`config.mk`:
```
export PLATFORM = sky130hd
export DESIGN_NAME = cbs_axis
export DESIGN_NICKNAME = d
export VERILOG_FILES = /design/src/design/cubic_bezier_sampler_core_macros.svh /design/src/design/cbs_pkg.sv /design/src/design/cbs_axis.sv
export SDC_FILE = /design/constraint.sdc
export NUM_CORES = 2
export LEC_CHECK = 0
export ABC_AREA = 1
export BUFFER_PORTS_ARGS = -buffer_cell sky130_fd_sc_hd__buf_4
export CORE_AREA = 4 4 490 492
export CTS_CLUSTER_SIZE = 24
export DETAILED_ROUTE_END_ITERATION = 8
export DIE_AREA = 0 0 494 496
export GPL_TIMING_DRIVEN = 1
export PLACE_DENSITY_LB_ADDON = 0.05
export REMOVE_ABC_BUFFERS = 1
export SLEW_MARGIN = 20
export SYNTH_ARGS = -nofsm -noshare
export SYNTH_HDL_FRONTEND = slang
export SYNTH_SLANG_ARGS = --single-unit
```
`constraint.sdc`:
```
create_clock -name clk -period 7.6 [get_ports clk]
set_clock_uncertainty 0.15 [all_clocks]
set_input_delay 1.52 -clock clk [delete_from_list [all_inputs] [get_ports clk]]
set_output_delay 1.52 -clock clk [all_outputs]
set_load 0.02 [all_outputs]
```
`src/design/cubic_bezier_sampler_core_macros.svh`:
```
// Assertion macros shared by the cubic Bezier sampler RTL.
`ifndef CUBIC_BEZIER_SAMPLER_CORE_MACROS_SVH
`define CUBIC_BEZIER_SAMPLER_CORE_MACROS_SVH

// Same-cycle implication, checked on every rising clock edge outside reset.
`define CBS_ASSERT_NOW(label, clk, rst_n, ante, cons, msg) \
    label: assert property (@(posedge clk) disable iff (!rst_n) (ante) |-> (cons)) \
        else $error(msg);

// Next-cycle implication, checked on every rising clock edge outside reset.
`define CBS_ASSERT_NEXT(label, clk, rst_n, ante, cons, msg) \
    label: assert property (@(posedge clk) disable iff (!rst_n) (ante) |=> (cons)) \
        else $error(msg);

`endif

```
`src/design/cbs_pkg.sv`:
```
// Shared types and constants of the cubic Bezier sampler.
`default_nettype none

package cbs_pkg;

    localparam int COORD_W = 16;  // input and output coordinate field width
    localparam int CP_W    = 18;  // control point width (anchor plus offset)
    localparam int WT_W    = 17;  // weight width, 16 fraction bits, up to 1.0
    localparam int WT_FRAC = 16;
    localparam int K_W     = 6;   // sample index width
    localparam int NPTS    = 4;   // control points per segment

    typedef logic signed [COORD_W-1:0] coord_t;
    typedef logic signed [CP_W-1:0]    cp_t;
    typedef logic [NPTS-1:0][CP_W-1:0] cp_vec_t;
    typedef logic [NPTS-1:0][WT_W-1:0] wt_vec_t;
    typedef logic [K_W-1:0]            kidx_t;

    // One sample issued by the sequencer into the evaluation pipeline.
    typedef struct packed {
        logic    valid;
        kidx_t   k;
        logic    last;
        cp_vec_t px;
        cp_vec_t py;
    } issue_t;

    // Sample leaving the weight stage.
    typedef struct packed {
        logic    valid;
        kidx_t   k;
        logic    last;
        cp_vec_t px;
        cp_vec_t py;
        wt_vec_t w;
    } wstage_t;

endpackage

`default_nettype wire

```
`src/design/cbs_axis.sv`:
```
// One coordinate axis: weighted products, adder tree, rounding and saturation.
`default_nettype none

module cbs_axis #(
    parameter int COORD_BITS = 16
) (
    input  wire               clk,
    input  wire               adv,
    input  cbs_pkg::cp_vec_t  p,
    input  cbs_pkg::wt_vec_t  w,
    output cbs_pkg::coord_t   point
);

    localparam int PROD_W = cbs_pkg::WT_W + 1 + cbs_pkg::CP_W;
    localparam int PAIR_W = PROD_W + 1;
    localparam int SUM_W  = PAIR_W + 2;
    localparam int Q_W    = SUM_W - cbs_pkg::WT_FRAC;
    localparam int QX_W   = 34;
    localparam logic signed [QX_W-1:0] SAT_HI =
        QX_W'((64'sd1 <<< (COORD_BITS - 1)) - 64'sd1);
    localparam logic signed [QX_W-1:0] SAT_LO = -SAT_HI - 1;
    localparam logic signed [SUM_W-1:0] HALF = SUM_W'(1) <<< (cbs_pkg::WT_FRAC - 1);

    logic signed [PROD_W-1:0] prod_reg [cbs_pkg::NPTS];
    logic signed [PAIR_W-1:0] pair_reg [2];
    logic signed [SUM_W-1:0]  sum_reg;
    cbs_pkg::coord_t          point_reg;
    logic signed [Q_W-1:0]    q;
    logic signed [QX_W-1:0]   qx;
    logic signed [QX_W-1:0]   qsat;

    always_ff @(posedge clk)
    begin
        if (adv)
        begin
            for (int i = 0; i < cbs_pkg::NPTS; i++)
                prod_reg[i] <= PROD_W'($signed({1'b0, w[i]}) * $signed(p[i]));
            pair_reg[0] <= PAIR_W'(prod_reg[0]) + PAIR_W'(prod_reg[1]);
            pair_reg[1] <= PAIR_W'(prod_reg[2]) + PAIR_W'(prod_reg[3]);
            sum_reg     <= SUM_W'(pair_reg[0]) + SUM_W'(pair_reg[1]) + HALF;
            point_reg   <= cbs_pkg::COORD_W'(qsat);
        end
    end

    // Floor shift of the rounded sum, then clamp to the signed coordinate range.
    assign q  = sum_reg[SUM_W-1:cbs_pkg::WT_FRAC];
    assign qx = {{(QX_W - Q_W){q[Q_W-1]}}, q};

    always_comb
    begin
        if (qx > SAT_HI)
            qsat = SAT_HI;
        else if (qx < SAT_LO)
            qsat = SAT_LO;
        else
            qsat = qx;
    end

    assign point = point_reg;

endmodule

`default_nettype wire

```
==> results.yml <==
timing:
  finalSetupViolCount: 0
  tightest_slew_ns: 0.9921
  slew_violations: 0
  tns_ns: 0
  fin_crit_ns: 6.928
  period_share_pct: 91.15
  holdWs_ns: 0.3625
  rsz0062_at_grt: "no"
  fmax_mhz: 144.3
  hold_viol: 0
  slew_headroom_pct: 33.86
synthesis:
  synth_area_sq_mm: 0.05865
  syn_area_per_cell_sq_um: 7.838
  synthCells: 7483
  ys_seq_area_share_pct: 13.16
  yosys_warnings: 0
  synth_cell_types: 40
  ys_ff_latch: 257
place:
  io_buffers: 157
  gp_congestion: 0.8231
  dp_cells: 10530
  dp_hpwl_mm: 165.4
global_route:
  grt_max_degree: 124
  grt_overflow: 0
  globalRouteTotalUtil_pct: 16.32
  grt_pass1_vias: 50100
  grt_pass1_wl_mm: 308.6
  antenna_found_initial: 6
job:
  cap_violations: 0
clock_network:
  clk_latency_ns: 0.55
  cts_buffers: 35
  cts_tree: "done"
  cts_resized: 0
  cts_buffer_depth: 3
  cts_setup_buffers: 0
  path_clk_slew_ns: 0.06
  cts-root-buf: "clkbuf_16"
  htree_levels: 2
  cts_hold_buf: 0
  clkSinkCount: 257
detailed_routing:
  post_drt_wl_per_cell_um: 18.59
  vias: 45520
  drcViolationCount: 0
  antenna_left: 0
  first_pass_iters: 7
  finalWirelength_mm: 196.8
  drt-initial-drc-count: 2294
  vias_per_cell: 4.299
floorplan:
  io_pins: 158
  core_sq_mm: 0.2352
  dieHeight_um: 496
  die-area_sq_mm: 0.2450
  initial_core_util_pct: 24.94
  rows: 178
  die_width_um: 494
layout:
  largest_reg_flops: 144
  synthToLayoutAreaGrowth_pct: 8.922
  nets: 9186
  postLayoutCoreUtil_pct: 27.16
  layout-drive-gt1-share_pct: 4.034
  instances_no_fill: 10590
setup_path:
  cp.arrival_ns: 7.07
  crit_type: "input port to flip-flop"
  crit_required_ns: 7.74
  setup.worst_path.start_class: "input port"
  setup.worst_path.end_class: "flip-flop"
  cp_max_fo: 18
outcome:
  status: "finished clean"
min_path:
  hp-class: "flip-flop to flip-flop"
per-layer routing:
| metal | GRT usage [%] | routed length [um] | share of wire, % |
|---|---|---|---|
| met1 | 23.24 | 95200 | 48 |
| met2 | 27.89 | 93740 | 48 |
| met3 | 1.217 | 5585 | 2.8 |
| met4 | 1.861 | 2292 | 1.2 |
| met5 | 0 | 0 | 0 |
metrics by stage:
stage,instance area [sq um],setup WS [ns]
final,63880,0.6722
after global routing,63880,0.3190
after CTS,63880,0.6036
after detailed placement,62860,0.01608
after global placement,62860,-0.01808
after floorplan,57600,1.218
cell families (layout without fill, tap and decap cells):
logic type      count (synthesis)  count (layout)  synth area share, %
simple gates                 2576            2576                17.46
flops                         257             257                13.16
other cells                     0               1                    0
compound gates                593             593                5.574
fa+ha+maj                    1630            1630                47.09
xor+xnor                      139             139                2.076
buf+inv                      2288            2242                14.65
worst max-delay path: stages:
cell	delay [ns]
buf_4	0.26
nand2_1	0.13
fa_1	0.54
inv_1	0.05
fa_1	0.50
inv_1	0.08
fa_1	0.54
inv_1	0.06
fa_1	0.46
fa_1	0.49
inv_1	0.05
fa_1	0.47
inv_1	0.04
ha_1	0.34
a21oi_1	0.24
a21boi_0	0.42
nand3_1	0.28
nand2_1	0.12
nand2_1	0.08
xor2_1	0.39
cell usage after synthesis, drive strengths merged:
| master | instances | share of area (%) |
|---|---|---|
| inv | 2007 | 13 |
| nand2 | 1932 | 12 |
| fa | 962 | 33 |
| ha | 668 | 14 |
| nor2 | 349 | 2.3 |
| a21oi | 335 | 2.9 |
| clkbuf | 269 | 1.7 |
| edfxtp | 257 | 13 |
| o21ai | 177 | 1.6 |
| nand3 | 152 | 1.4 |
| xor2 | 102 | 1.5 |
| nor3 | 47 | 0.41 |
| nand4 | 38 | 0.41 |
| xnor2 | 37 | 0.55 |
| or2 | 35 | 0.37 |
| o21a | 30 | 0.38 |
| o21bai | 22 | 0.28 |
| nand3b | 13 | 0.17 |
| a21o | 10 | 0.13 |
| buf | 10 | 0.066 |
| nor4 | 10 | 0.11 |
| a21boi | 8 | 0.10 |
| a31oi | 5 | 0.053 |
| o211ai | 3 | 0.038 |
| clkinv | 2 | 0.013 |
| a41oi | 1 | 0.015 |
| o2111ai | 1 | 0.015 |
| o41ai | 1 | 0.028 |
final cells by class:
type / instances / area [sq um]
multi-input cells: 4938 / 42340
clock buffers: 37 / 883.3
diodes: 1 / 2.502
well taps: 3150 / 3941
fillers: 26070 / 171300
inverters: 2009 / 7541
repair buffers: 173 / 1319
clock inverters: 23 / 135.1
flip-flops and latches: 257 / 7717
final timing paths:
check | start | endpoint | slack [ns] | depth (start not counted)
min reg2reg | sum_reg[38] | point[15] | 0.36 | 0
max | w[41] | prod_reg[2][25] | 0.67 | 20
max reg2reg | prod_reg[0][0] | pair_reg[0][36] | 4.72 | 9
min | sum_reg[38] | point[15] | 0.36 | 0
placed cells by master (no fill, tap or decap), types with 2 or more instances in the layout:
master and instances:
a21boi_0 6, a21boi_1 2, a21o_1 10, a21oi_1 328, a21oi_2 6, a31oi_1 5, buf_4 171, clkbuf_1 2
clkbuf_16 35, clkinv_1 9, clkinv_2 6, clkinv_4 2, clkinvlp_4 7, edfxtp_1 257, fa_1 962, ha_1 668
inv_1 2006, nand2_1 1926, nand2_2 6, nand3_1 145, nand3_2 7, nand3b_1 13, nand4_1 38, nor2_1 345
nor2_2 4, nor3_1 46, nor4_1 10, o211ai_1 3, o21a_1 30, o21ai_0 152, o21ai_1 9, o21ai_2 16
o21bai_1 22, or2_1 2, or2_2 33, xnor2_1 37, xor2_1 102
Power is left out: the tool's default activity adds up to more than one toggle a clock period on the data nets, which glitch-free logic cannot reach.
