===== src/design/cubic_bezier_sampler_core_macros.svh =====
// Assertion macros shared by the cubic Bezier sampler RTL.
`ifndef CUBIC_BEZIER_SAMPLER_CORE_MACROS_SVH
`define CUBIC_BEZIER_SAMPLER_CORE_MACROS_SVH

// Same-cycle implication, checked on every rising clock edge outside reset.
`define CBS_ASSERT_NOW(label, clk, rst_n, ante, cons, msg) \
    label: assert property (@(posedge clk) disable iff (!rst_n) (ante) |-> (cons)) \
        else $error(msg);

// Next-cycle implication, checked on every rising clock edge outside reset.
`define CBS_ASSERT_NEXT(label, clk, rst_n, ante, cons, msg) \
    label: assert property (@(posedge clk) disable iff (!rst_n) (ante) |=> (cons)) \
        else $error(msg);

`endif


===== src/design/cbs_pkg.sv =====
// Shared types and constants of the cubic Bezier sampler.
`default_nettype none

package cbs_pkg;

    localparam int COORD_W = 16;  // input and output coordinate field width
    localparam int CP_W    = 18;  // control point width (anchor plus offset)
    localparam int WT_W    = 17;  // weight width, 16 fraction bits, up to 1.0
    localparam int WT_FRAC = 16;
    localparam int K_W     = 6;   // sample index width
    localparam int NPTS    = 4;   // control points per segment

    typedef logic signed [COORD_W-1:0] coord_t;
    typedef logic signed [CP_W-1:0]    cp_t;
    typedef logic [NPTS-1:0][CP_W-1:0] cp_vec_t;
    typedef logic [NPTS-1:0][WT_W-1:0] wt_vec_t;
    typedef logic [K_W-1:0]            kidx_t;

    // One sample issued by the sequencer into the evaluation pipeline.
    typedef struct packed {
        logic    valid;
        kidx_t   k;
        logic    last;
        cp_vec_t px;
        cp_vec_t py;
    } issue_t;

    // Sample leaving the weight stage.
    typedef struct packed {
        logic    valid;
        kidx_t   k;
        logic    last;
        cp_vec_t px;
        cp_vec_t py;
        wt_vec_t w;
    } wstage_t;

endpackage

`default_nettype wire


===== src/design/cbs_seg_if.sv =====
// Channel that carries one Bezier segment (anchors and handle offsets).
`default_nettype none

interface cbs_seg_if;
    logic            valid;
    logic            ready;
    cbs_pkg::coord_t start_x;
    cbs_pkg::coord_t start_y;
    cbs_pkg::coord_t start_handle_dx;
    cbs_pkg::coord_t start_handle_dy;
    cbs_pkg::coord_t end_x;
    cbs_pkg::coord_t end_y;
    cbs_pkg::coord_t end_handle_dx;
    cbs_pkg::coord_t end_handle_dy;

    modport source (
        output valid, start_x, start_y, start_handle_dx, start_handle_dy,
               end_x, end_y, end_handle_dx, end_handle_dy,
        input  ready
    );
    modport sink (
        input  valid, start_x, start_y, start_handle_dx, start_handle_dy,
               end_x, end_y, end_handle_dx, end_handle_dy,
        output ready
    );
endinterface

`default_nettype wire


===== src/design/cbs_seq.sv =====
// Segment sequencer: builds the control points and walks the sample index.
`default_nettype none

module cbs_seq #(
    parameter int SEGMENTS = 20
) (
    input  wire               clk,
    input  wire               rst_n,
    cbs_seg_if.sink           segment,
    input  wire               adv,
    output cbs_pkg::issue_t   issue
);

    localparam cbs_pkg::kidx_t K_LAST = cbs_pkg::K_W'(SEGMENTS);

    logic             busy_reg, busy_next;
    cbs_pkg::kidx_t   k_reg, k_next;
    cbs_pkg::cp_vec_t px_reg, px_next;
    cbs_pkg::cp_vec_t py_reg, py_next;
    logic             last;
    logic             accept;

    function automatic cbs_pkg::cp_t ext(input cbs_pkg::coord_t v);
        return cbs_pkg::CP_W'(v);
    endfunction

    assign last          = busy_reg && (k_reg == K_LAST);
    assign segment.ready = !busy_reg || (adv && last);
    assign accept        = segment.valid && segment.ready;

    always_comb
    begin
        busy_next = busy_reg;
        k_next    = k_reg;
        px_next   = px_reg;
        py_next   = py_reg;
        if (busy_reg && adv)
        begin
            if (last)
            begin
                busy_next = 1'b0;
                k_next    = '0;
            end
            else
            begin
                k_next = k_reg + 1'b1;
            end
        end
        if (accept)
        begin
            busy_next  = 1'b1;
            k_next     = '0;
            // P0 = start, P1 = start + handle, P2 = end + handle, P3 = end.
            px_next[0] = ext(segment.start_x);
            py_next[0] = ext(segment.start_y);
            px_next[1] = ext(segment.start_x) + ext(segment.start_handle_dx);
            py_next[1] = ext(segment.start_y) + ext(segment.start_handle_dy);
            px_next[2] = ext(segment.end_x) + ext(segment.end_handle_dx);
            py_next[2] = ext(segment.end_y) + ext(segment.end_handle_dy);
            px_next[3] = ext(segment.end_x);
            py_next[3] = ext(segment.end_y);
        end
    end

    always_ff @(posedge clk or negedge rst_n)
    begin
        if (!rst_n)
        begin
            busy_reg <= 1'b0;
            k_reg    <= '0;
        end
        else
        begin
            busy_reg <= busy_next;
            k_reg    <= k_next;
        end
    end

    always_ff @(posedge clk)
    begin
        px_reg <= px_next;
        py_reg <= py_next;
    end

    assign issue.valid = busy_reg;
    assign issue.k     = k_reg;
    assign issue.last  = last;
    assign issue.px    = px_reg;
    assign issue.py    = py_reg;

endmodule

`default_nettype wire


===== src/flat_wrapper.sv =====
// flat-port wrapper written by rule: the top's interface ports become plain ports
module cbs_seq_flat 
#(
    parameter int SEGMENTS = 20
)
  (clk, rst_n, adv, issue, segment_valid, segment_start_x, segment_start_y, segment_start_handle_dx, segment_start_handle_dy, segment_end_x, segment_end_y, segment_end_handle_dx, segment_end_handle_dy, segment_ready);
  cbs_seg_if segment_i ();
  input  wire clk;
  input  wire rst_n;
  input  wire adv;
  output cbs_pkg::issue_t issue;
  input wire logic [$bits(segment_i.valid)-1:0] segment_valid;
  input wire logic [$bits(segment_i.start_x)-1:0] segment_start_x;
  input wire logic [$bits(segment_i.start_y)-1:0] segment_start_y;
  input wire logic [$bits(segment_i.start_handle_dx)-1:0] segment_start_handle_dx;
  input wire logic [$bits(segment_i.start_handle_dy)-1:0] segment_start_handle_dy;
  input wire logic [$bits(segment_i.end_x)-1:0] segment_end_x;
  input wire logic [$bits(segment_i.end_y)-1:0] segment_end_y;
  input wire logic [$bits(segment_i.end_handle_dx)-1:0] segment_end_handle_dx;
  input wire logic [$bits(segment_i.end_handle_dy)-1:0] segment_end_handle_dy;
  output wire logic [$bits(segment_i.ready)-1:0] segment_ready;
  assign segment_i.valid = segment_valid;
  assign segment_i.start_x = segment_start_x;
  assign segment_i.start_y = segment_start_y;
  assign segment_i.start_handle_dx = segment_start_handle_dx;
  assign segment_i.start_handle_dy = segment_start_handle_dy;
  assign segment_i.end_x = segment_end_x;
  assign segment_i.end_y = segment_end_y;
  assign segment_i.end_handle_dx = segment_end_handle_dx;
  assign segment_i.end_handle_dy = segment_end_handle_dy;
  assign segment_ready = segment_i.ready;
  cbs_seq #(.SEGMENTS(SEGMENTS)) u_core (.clk(clk), .rst_n(rst_n), .segment(segment_i), .adv(adv), .issue(issue));
endmodule

===== config.mk =====
export PLATFORM = sky130hd
export DESIGN_NAME = cbs_seq_flat
export DESIGN_NICKNAME = d
export VERILOG_FILES = /design/src/design/cubic_bezier_sampler_core_macros.svh /design/src/design/cbs_pkg.sv /design/src/design/cbs_seg_if.sv /design/src/design/cbs_seq.sv /design/src/flat_wrapper.sv
export SDC_FILE = /design/constraint.sdc
export NUM_CORES = 1
export LEC_CHECK = 0
export BUFFER_PORTS_ARGS = -buffer_cell sky130_fd_sc_hd__clkbuf_2
export CORE_UTILIZATION = 30
export CTS_BUF_LIST = sky130_fd_sc_hd__clkbuf_4
export DETAILED_ROUTE_END_ITERATION = 12
export PLACE_DENSITY = 0.56
export SYNTH_ARGS = -nofsm -noshare
export SYNTH_HDL_FRONTEND = slang
export SYNTH_SLANG_ARGS = --single-unit

===== constraint.sdc =====
create_clock -name clk -period 10.68 [get_ports clk]
set_input_delay 1.602 -clock clk [delete_from_list [all_inputs] [get_ports clk]]
set_output_delay 1.602 -clock clk [all_outputs]
set_load 0.02 [all_outputs]

==> results.md, run 1 <==
- Most common cell in the netlist: edfxtp_1
- Avg Cell Area, Syn: 12.92 um2
- Setup TNS: 0 ps
- Crit Path Max Fanout: 5
- Drt drc: 0
- Inserted Clock Buffers: 17
- Area growth syn-to-layout: 28.05%
- Net count after synthesis: 770
- Max_cap viols: 0
- Core area: ~24000 um2
- Initial antenna violation count: 1
- Worst Hold Class: flop to flop
- Initial Utilization: a little under a third
- Number of global-route vias before repair: 5289
- Worst hold slack: roughly 630 ps
- 1st-iter DRT viols: 217
- Period utilisation layout: a little under two fifths
- Slew Viols, Final: 0
- Normalized max-slew margin: between 30% and 40%
- Avg WL per Cell: roughly 15 um
- WL final: 18.04 mm
- Antenna Nets Post-Route: 0
- EDFF count, synth: 132
- Routed vias: 5581
- Pin count of the biggest net entering global routing: 71
- Synthesized flop and latch total: 139
- Most frequent CP cell: clkbuf_2
- Critical Path RT: 9080 ps
- Vias per cell: 4.690
- Reg2Reg Setup Slack: 7100 ps
- Post-synth top area cell: edfxtp_1
- Clk sinks: roughly 140
- CTS tree: yes
- Worst stage delay on the critical path: 410 ps
- Layout cells sized above 1: a little under two fifths
- Post-synthesis sequential area ratio: 56.40%
- Die Height: 158.4 um
- Yosys cell types: 56
- I/O pins: 285
- Final Skew: roughly 18 ps
- Final hold vios: 0
- Die span in x: 158.4 um
- Final min period: 3975 ps
- Yosys top cell area share: 54.02%
- Top cells by area, synth: edfxtp_1, ha_1, xnor2_1, a21oi_1, a21o_1
- Gate Count Post-Synth: ~570
- Post-synth ARST share: under 10%
- P per Cell Area: 147.2 nW/um2
- Port bufs: about 280
- First-pass GRT wire length: 27.39 mm
- Pwr Total: about 1.4 mW
- Post-cts hold buffer count: 0
- Status: finished clean
- CP startpoint kind: primary input
- Synth Flop Type: edfxtp_1
- Placement-stage cell area: approximately 9100 um2
- Critical path arrival: about 2400 ps
- Synthesized area: roughly 7300 um2
- First drt pass iteration count: 4
- Post-CTS resize count: 0
- VDD IR max: between 0.00006 and 0.00007 V
- Worst-Margin Slew: 994.0 ps
- Fmax: between 0.2 and 0.3 GHz
- Die ar.: around 25000 um2
- CP Class: primary input to output port
- RSZ-0062 raised after global routing: false
- P_leak: 4.119 nW
- Clock root cell: clkbuf_4
- Critical path cell sequence: clkbuf_2, a21boi_0, inv_1, clkbuf_2
- Crit end category: output port
- Total GRT Usage: between 10 and 15%
- CTS clk-pin slew, worst paths: about 130 ps
- Maximum clock insertion buffer count: 2
- Total gr overflow: 0
- Syn. warnings: 0
- Clock latency on the worst-skew pair: between 500 and 600 ps
- Setup Viol. Count Final: 0
- Post-route cell area: 9397 um2
- Placer Congestion: around 0.8
- Cell row count: 56
- Slowest-stage cell, CP: a21boi_0
- # nets final: approximately 1100
- Htree depth: 4
- Post-DP HPWL: 14.01 mm
- Max reg flops: 132
- Postcts setup bufs: 0
- Post-synth top cells: edfxtp_1, ha_1, a21oi_1, xnor2_1, nand2_1
final timing paths:
| check | startpoint | end | depth (start not counted) |
|---|---|---|---|
| min in group asynchronous | rst_n | u_core.busy_reg | 1 |
| setup reg to reg | u_core.k_reg[0] | u_core.issue[20] | 8 |
| max in group asynchronous | rst_n | u_core.k_reg[3] | 1 |
| hold reg to reg | u_core.k_reg[3] | u_core.k_reg[3] | 2 |
| hold / removal | u_core.k_reg[3] | u_core.k_reg[3] | 2 |
| setup / recovery | adv | segment_ready | 4 |
cells by family (layout without fill, tap and decap cells):
| group | Yosys count | after routing | share of synthesized area (%) |
|---|---|---|---|
| buf+inv | 40 | 342 | 2.762 |
| other cells | 0 | 1 | 0 |
| fa+ha+maj | 70 | 70 | 12.34 |
| simple gates | 107 | 107 | 7.434 |
| flops | 139 | 139 | 56.40 |
| mux | 3 | 3 | 0.4263 |
| xor+xnor | 50 | 50 | 5.968 |
| compound gates | 159 | 159 | 14.66 |
through the flow:
stage               instances  util [%]  worst slack (ps)
floorplan                 568         -              2493
global placement         1157     38.18              6602
detailed placement       1157     38.18              6605
CTS                      1189     39.55              6689
global route             1190     39.56              6602
finish                   1190     39.56              6705
where the power goes:
part	internal [mW]	switching, mW	leakage, nW
Sequential	0.644	0.0203	1.27
Clock	0.194	0.206	0.181
Combinational	0.131	0.187	2.67
worst max-delay path: cells and delay by family:
family | cells | cell delay [ps]
buf+inv | 3 | 360
compound gates | 1 | 410
routing by layer:
layer / vias up / wire length [um] / track usage [%] / part of all wire [%]
li1: 2770 / - / - / -
met1: 2605 / 8044 / 17.98 / 45
met2: 199 / 8539 / 23.27 / 47
met3: 7 / 1337 / 4.872 / 7.4
met4: 0 / 123 / 3.892 / 0.68
met5: - / 0 / 0 / 0
area by class of cell:
class	instances	area [um2]
flip-flops and latches	139	4139
clock buffers	20	150.1
clock inverters	12	175.2
multi-input cells	389	3004
diodes	1	2.502
inverters	24	90.09
repair buffers	286	1436
well taps	319	399.1
fillers	2330	14360
cell usage in the layout, fill, tap and decap left out, types with 5 or more instances in the layout:
cell type,n
nor2b_1,5
nand4_1,7
xnor2_1,31
o21a_1,9
nand3_1,11
a21o_1,24
clkbuf_2,284
o21bai_1,5
a31oi_1,11
edfxtp_1,132
inv_1,24
clkbuf_4,20
nor2_1,24
xor2_1,19
nor4_1,6
o211ai_1,7
nand2_1,26
a21oi_1,48
o21ai_0,17
dfrtp_1,7
ha_1,66
(Power assumes the default switching activity.)
==> inputs of run 2 (changes only) <==
--- a/config.mk
+++ b/config.mk
@@ -9,7 +9,7 @@
 export CORE_UTILIZATION = 30
 export CTS_BUF_LIST = sky130_fd_sc_hd__clkbuf_4
 export DETAILED_ROUTE_END_ITERATION = 12
-export PLACE_DENSITY = 0.56
+export PLACE_DENSITY = 0.58
 export SYNTH_ARGS = -nofsm -noshare
 export SYNTH_HDL_FRONTEND = slang
 export SYNTH_SLANG_ARGS = --single-unit
==> constraint.sdc (replaced) <==
create_clock -name clk -period 3.3 [get_ports clk]
set_input_delay 0.495 -clock clk [delete_from_list [all_inputs] [get_ports clk]]
set_output_delay 0.495 -clock clk [all_outputs]
set_load 0.02 [all_outputs]
==> results.md, run 2 (synthesis gave the netlist of run 1 again) <==
- Final min period: 2440 ps
- CTS tree: yes (unchanged)
- Initial Utilization: 30.89% (unchanged)
- Post-route cell area: 9478 um2 (was 9397 um2)
- P per Cell Area: 477.7 nW/um2 (was 147.2 nW/um2)
- Drt drc: 0 (unchanged)
- Fin cells: 1193 (was 1190)
- Crit Path Max Fanout: 59 (was 5)
- Critical Path RT: 3480 ps (was 9080 ps)
- Final hold vios: 0 (unchanged)
- Post-cts hold buffer count: 1 (was 0)
- Antenna Nets Post-Route: 0 (unchanged)
- Most frequent cells in the layout: clkbuf_2, edfxtp_1, ha_1 (unchanged)
- 1st-iter DRT viols: 256 (was 217)
- Setup Viol. Count Final: 0 (unchanged)
- Die ar.: 25090 um2 (unchanged)
- Layout cells sized above 1: 38.83% (was 37.93%)
- Core area: 23750 um2 (unchanged)
- Total gr overflow: 0 (unchanged)
- VDD IR max: 0.0001869 V (was 0.00006038 V)
- Pre-CTS setup slack: 462.9 ps (was 6605 ps)
- Final WS setup: 859.6 ps (was 6705 ps)
- RSZ-0062 raised after global routing: false (unchanged)
- Pin count of the biggest net entering global routing: 60 (was 71)
- Normalized max-slew margin: 64.44% (was 33.73%)
- Cell row count: 56 (unchanged)
- Clock root cell: clkbuf_4 (unchanged)
- Htree depth: 4 (unchanged)
- Fmax: 0.4098 GHz
- WL final: 18.28 mm (was 18.04 mm)
- First-pass GRT wire length: 28.04 mm (was 27.39 mm)
- Post-CTS resize count: 0 (unchanged)
- Clk sinks: 139 (unchanged)
- Crit end category: flop (was output port)
- Placement-stage cell area: 9133 um2 (was 9069 um2)
- CP startpoint kind: flop (was primary input)
- P_leak: 4.123 nW (was 4.119 nW)
- Post-DP HPWL: 14.44 mm (was 14.01 mm)
- Postcts setup bufs: 0 (unchanged)
- Commonest non-fill, non-tap cell in the layout: clkbuf_2 (unchanged)
- Initial antenna violation count: 1 (unchanged)
- Worst hold slack: 144.0 ps (was 633.2 ps)
- Storage cell area: 4141 um2 (was 4139 um2)
- Period utilisation layout: roughly 74%
- Die Height: 158.4 um (unchanged)
- Vias per cell: 4.688 (was 4.690)
- # nets final: 1062 (was 1059)
- Slew Viols, Final: 0 (unchanged)
- Placed Cells: 1159 (was 1157)
- Total GRT Usage: 14.58% (was 14.30%)
- Multi-input gate area: 3025 um2 (was 3004 um2)
- Worst-Margin Slew: 532.3 ps (was 994.0 ps)
- Max reg flops: 132 (unchanged)
- FILL cells: 2297 (was 2330)
- I/O pins: 285 (unchanged)
- CTS clk-pin slew, worst paths: 150 ps (was 130 ps)
- Die span in x: 158.4 um (unchanged)
- Area growth syn-to-layout: 29.16% (was 28.05%)
- Worst Hold Class: primary input to flop (was flop to flop)
- Final Skew: 29.79 ps (was 18.02 ps)
- First drt pass iteration count: 4 (unchanged)
- Inserted Clock Buffers: 17 (unchanged)
- Avg WL per Cell: 15.32 um (was 15.16 um)
- Critical path arrival: 2620 ps (was 2370 ps)
- Port bufs: 284 (unchanged)
- Maximum clock insertion buffer count: 2 (unchanged)
- CP Class: flop to flop (was primary input to output port)
- Max_cap viols: 0 (unchanged)
- Number of global-route vias before repair: 5451 (was 5289)
- Status: finished clean (unchanged)
- Routed vias: 5593 (was 5581)
- Placer Congestion: 0.8364 (was 0.8072)
- Clock latency on the worst-skew pair: 530 ps (was 520 ps)
## run 2: cell count changes in the layout (fill, tap and decap cells not counted), moves of 2 or more
cell | before | now
inv_6 | 0 | 3
inv_1 | 24 | 22
dfrtp_1 | 7 | 5
clkinvlp_4 | 0 | 4
buf_12 | 0 | 2
clkinv_4 | 4 | 1
inv_2 | 0 | 2
clkinv_2 | 4 | 1
dfrtp_2 | 0 | 2
## run 2: final timing paths
path / startpoint / to / slack [ps] / cells past startpoint
worst max-delay path: u_core.k_reg[0] / u_core.issue[32] / 860 / 7
worst min-delay path: segment_start_y[12] / u_core.issue[12] / 140 / 1
worst max register to register: u_core.k_reg[0] / u_core.issue[32] / 860 / 7
worst min register to register: u_core.k_reg[4] / u_core.k_reg[4] / 630 / 2
max in group asynchronous: rst_n / u_core.k_reg[1] / 2760 / 2
min in group asynchronous: rst_n / u_core.k_reg[5] / 340 / 2
## run 2: power breakdown
part	switching (mW)	internal [mW]
Combinational	0.621	0.440
Clock	0.693	0.625
Sequential	0.0634	2.08
Total	1.38	3.15
## run 2: per-layer routing
layer / share of wire [%] / global-route usage (%)
met5: 0 / 0
met4: 1.2 / 4.945
met1: 45 / 18.48
met3: 6.7 / 4.110
met2: 47 / 23.77
## run 2: worst max-delay path, cell delays in order (launching register included)
cell and delay (ps):
dfrtp_2 460, inv_2 100, ha_4 120, nand3b_1 80
nor3b_2 300, a21boi_2 140, nor2b_4 470, buf_12 360
## run 2: area by class of cell
class	instances	share of cell area [%]
tap	319	4.211
clock inverter	13	2.007
antenna	1	0.02640
multi-input combinational	389	31.92
clock buffer	19	1.505
timing repair buffer	289	15.68
inverter	24	0.9505
sequential	139	43.70
## run 2: through the flow
stage / utilization [%] / TNS, ps / total power, mW
after global placement: 38.45 / 0 / 3.248
after floorplan: - / -28670 / 2.908
after CTS: 39.89 / 0 / 4.603
after detailed placement: 38.45 / 0 / 3.260
after global routing: 39.90 / 0 / 4.779
final: 39.90 / 0 / 4.528
==> inputs of run 3 (changes only) <==
--- a/config.mk
+++ b/config.mk
@@ -9,7 +9,7 @@
 export CORE_UTILIZATION = 30
 export CTS_BUF_LIST = sky130_fd_sc_hd__clkbuf_4
 export DETAILED_ROUTE_END_ITERATION = 12
-export PLACE_DENSITY = 0.58
+export PLACE_DENSITY = 0.56
 export SYNTH_ARGS = -nofsm -noshare
 export SYNTH_HDL_FRONTEND = slang
 export SYNTH_SLANG_ARGS = --single-unit
==> constraint.sdc (replaced) <==
create_clock -name clk -period 2.5 [get_ports clk]
set_input_delay 0.375 -clock clk [delete_from_list [all_inputs] [get_ports clk]]
set_output_delay 0.375 -clock clk [all_outputs]
set_load 0.02 [all_outputs]
==> results.md, run 3 (synthesis gave the netlist of run 1 again) <==
- Status: finished clean (unchanged)
- Die span in x: 158.4 um (unchanged)
- First drt pass iteration count: 4 (unchanged)
- Detail Route met2 WL: 9.209 mm (was 8.569 mm)
- Vias per cell: 4.609 (was 4.688)
- Worst Hold Class: primary input to flop (unchanged)
- Final WS setup: 64.55 ps (was 859.6 ps)
- Post-DP HPWL: 14.37 mm (was 14.44 mm)
- P_leak: 4.413 nW (was 4.123 nW)
- Pre-CTS setup slack: -67.96 ps (was 462.9 ps)
- Worst-Margin Slew: 465.5 ps (was 532.3 ps)
- Commonest non-fill, non-tap cell in the layout: clkbuf_2 (unchanged)
- CP startpoint kind: primary input (was flop)
- Antenna Nets Post-Route: 0 (unchanged)
- Routed met1 length: 8.727 mm (was 8.273 mm)
- WL final: 19.30 mm (was 18.28 mm)
- Clock root cell: clkbuf_4 (unchanged)
- FILL cells: 2273 (was 2297)
- CP Class: primary input to flop (was flop to flop)
- Clk sinks: 139 (unchanged)
- Htree depth: 4 (unchanged)
- Maximum clock insertion buffer count: 2 (unchanged)
- Setup Viol. Count Final: 0 (unchanged)
- CTS clk-pin slew, worst paths: 120 ps (was 150 ps)
- Max reg flops: 132 (unchanged)
- Normalized max-slew margin: 68.97% (was 64.44%)
- Final Skew: 19.64 ps (was 29.79 ps)
- Fmax: between 0.4 and 0.5 GHz
- VDD IR max: 0.0002827 V (was 0.0001869 V)
- Clock latency on the worst-skew pair: 530 ps (about the same)
- Layout cells sized above 1: 37.37% (was 38.83%)
- Core area: 23750 um2 (unchanged)
- P per Cell Area: 587.4 nW/um2 (was 477.7 nW/um2)
- Cell row count: 56 (unchanged)
- Most frequent cells in the layout: clkbuf_2, edfxtp_1, ha_1 (unchanged)
- Die ar.: 25090 um2 (unchanged)
- Number of global-route vias before repair: 5650 (was 5451)
- Crit Path Max Fanout: 4 (was 59)
- First-pass GRT wire length: 28.86 mm (was 28.04 mm)
- Critical Path RT: 2760 ps (was 3480 ps)
- Initial antenna violation count: 1 (unchanged)
- Final min period: around 2400 ps
- # nets final: 1133 (was 1062)
- Port bufs: 284 (unchanged)
- Total GRT Usage: 15.06% (was 14.58%)
- Placer Congestion: 0.8308 (was 0.8364)
- Max_cap viols: 0 (unchanged)
- Critical path arrival: 2700 ps (was 2620 ps)
- RSZ-0062 raised after global routing: false (unchanged)
- Area growth syn-to-layout: 37.94% (was 29.16%)
- Drt drc: 0 (unchanged)
- Total gr overflow: 0 (unchanged)
- Routed vias: 5816 (was 5593)
- Final hold vios: 0 (unchanged)
- Slew Viols, Final: 0 (unchanged)
- Die Height: 158.4 um (unchanged)
- Highest metal used: met4 (unchanged)
- Inserted Clock Buffers: 17 (unchanged)
- Avg WL per Cell: 15.29 um (was 15.32 um)
- CTS tree: yes (unchanged)
- Initial Utilization: 30.89% (unchanged)
- Post-route cell area: 10120 um2 (was 9478 um2)
- Pin count of the biggest net entering global routing: 80 (was 60)
- Detail Route met3 WL: 1.196 mm (was 1.223 mm)
- 1st-iter DRT viols: 270 (was 256)
- Setup TNS: 0 ps (unchanged)
- Pwr Total: 5.946 mW (was 4.528 mW)
- Period utilisation layout: around 100%
- I/O pins: 285 (unchanged)
- Crit end category: flop (unchanged)
- Placement-stage cell area: 9215 um2 (was 9133 um2)
run 3: power by group:
part,leakage [nW],internal [mW],switching [mW]
registers,1.27,2.75,0.0894
clock network,0.154,0.691,0.893
logic,2.99,0.671,0.851
run 3: path summary, 6_finish.rpt:
check	cells after the start	slack, ps	start	end
max in group asynchronous	2	2070	rst_n	u_core.k_reg[1]
setup / recovery	9	60	segment_start_y[2]	u_core.issue[33]
hold reg to reg	2	640	u_core.k_reg[4]	u_core.k_reg[4]
hold / removal	1	100	segment_start_y[1]	u_core.issue[1]
min in group asynchronous	2	220	rst_n	u_core.k_reg[0]
setup reg to reg	7	360	u_core.k_reg[0]	u_core.issue[104]
run 3: what timing repair did:
action / in CTS / in global routing
hold endpoints to repair: 65 / 0
gates resized for setup: 0 / 5
buffers inserted: 0 / 2
hold buffers: 59 / 0
endpoints found under the setup margin: 0 / 4
run 3: area by class of cell:
type | count | area (um2) | area share [%]
inverter | 24 | 92.59 | 0.9147
multi-input combinational | 389 | 3033 | 29.96
timing repair buffer | 360 | 2167 | 21.41
tap | 319 | 399.1 | 3.943
sequential | 139 | 4141 | 40.91
antenna | 1 | 2.502 | 0.02472
clock buffer | 18 | 135.1 | 1.335
clock inverter | 12 | 151.4 | 1.496
run 3: worst max-delay path, stage by stage:
cell and delay, ps:
dlygate4sd3_1 530, clkbuf_2 110, ha_1 350, o211ai_1 230, o211a_1 210, a21oi_1 60, o41a_1 400, a221oi_2 330
xor2_1 100
run 3: per-layer routing:
metal / vias to the layer above / track usage [%]
met4: 0 / 3.755
li1: 2910 / -
met3: 8 / 4.627
met5: - / 0
met2: 191 / 25.06
met1: 2707 / 18.90
run 3: through the flow:
stage / instances / utilization [%] / hold WS [ps]
after floorplan: 568 / - / 79.41
after global placement: 1170 / 38.80 / 235.9
after detailed placement: 1170 / 38.80 / 235.7
after CTS: 1259 / 42.49 / 14.40
after global routing: 1262 / 42.61 / 12.29
final: 1262 / 42.61 / 101.3
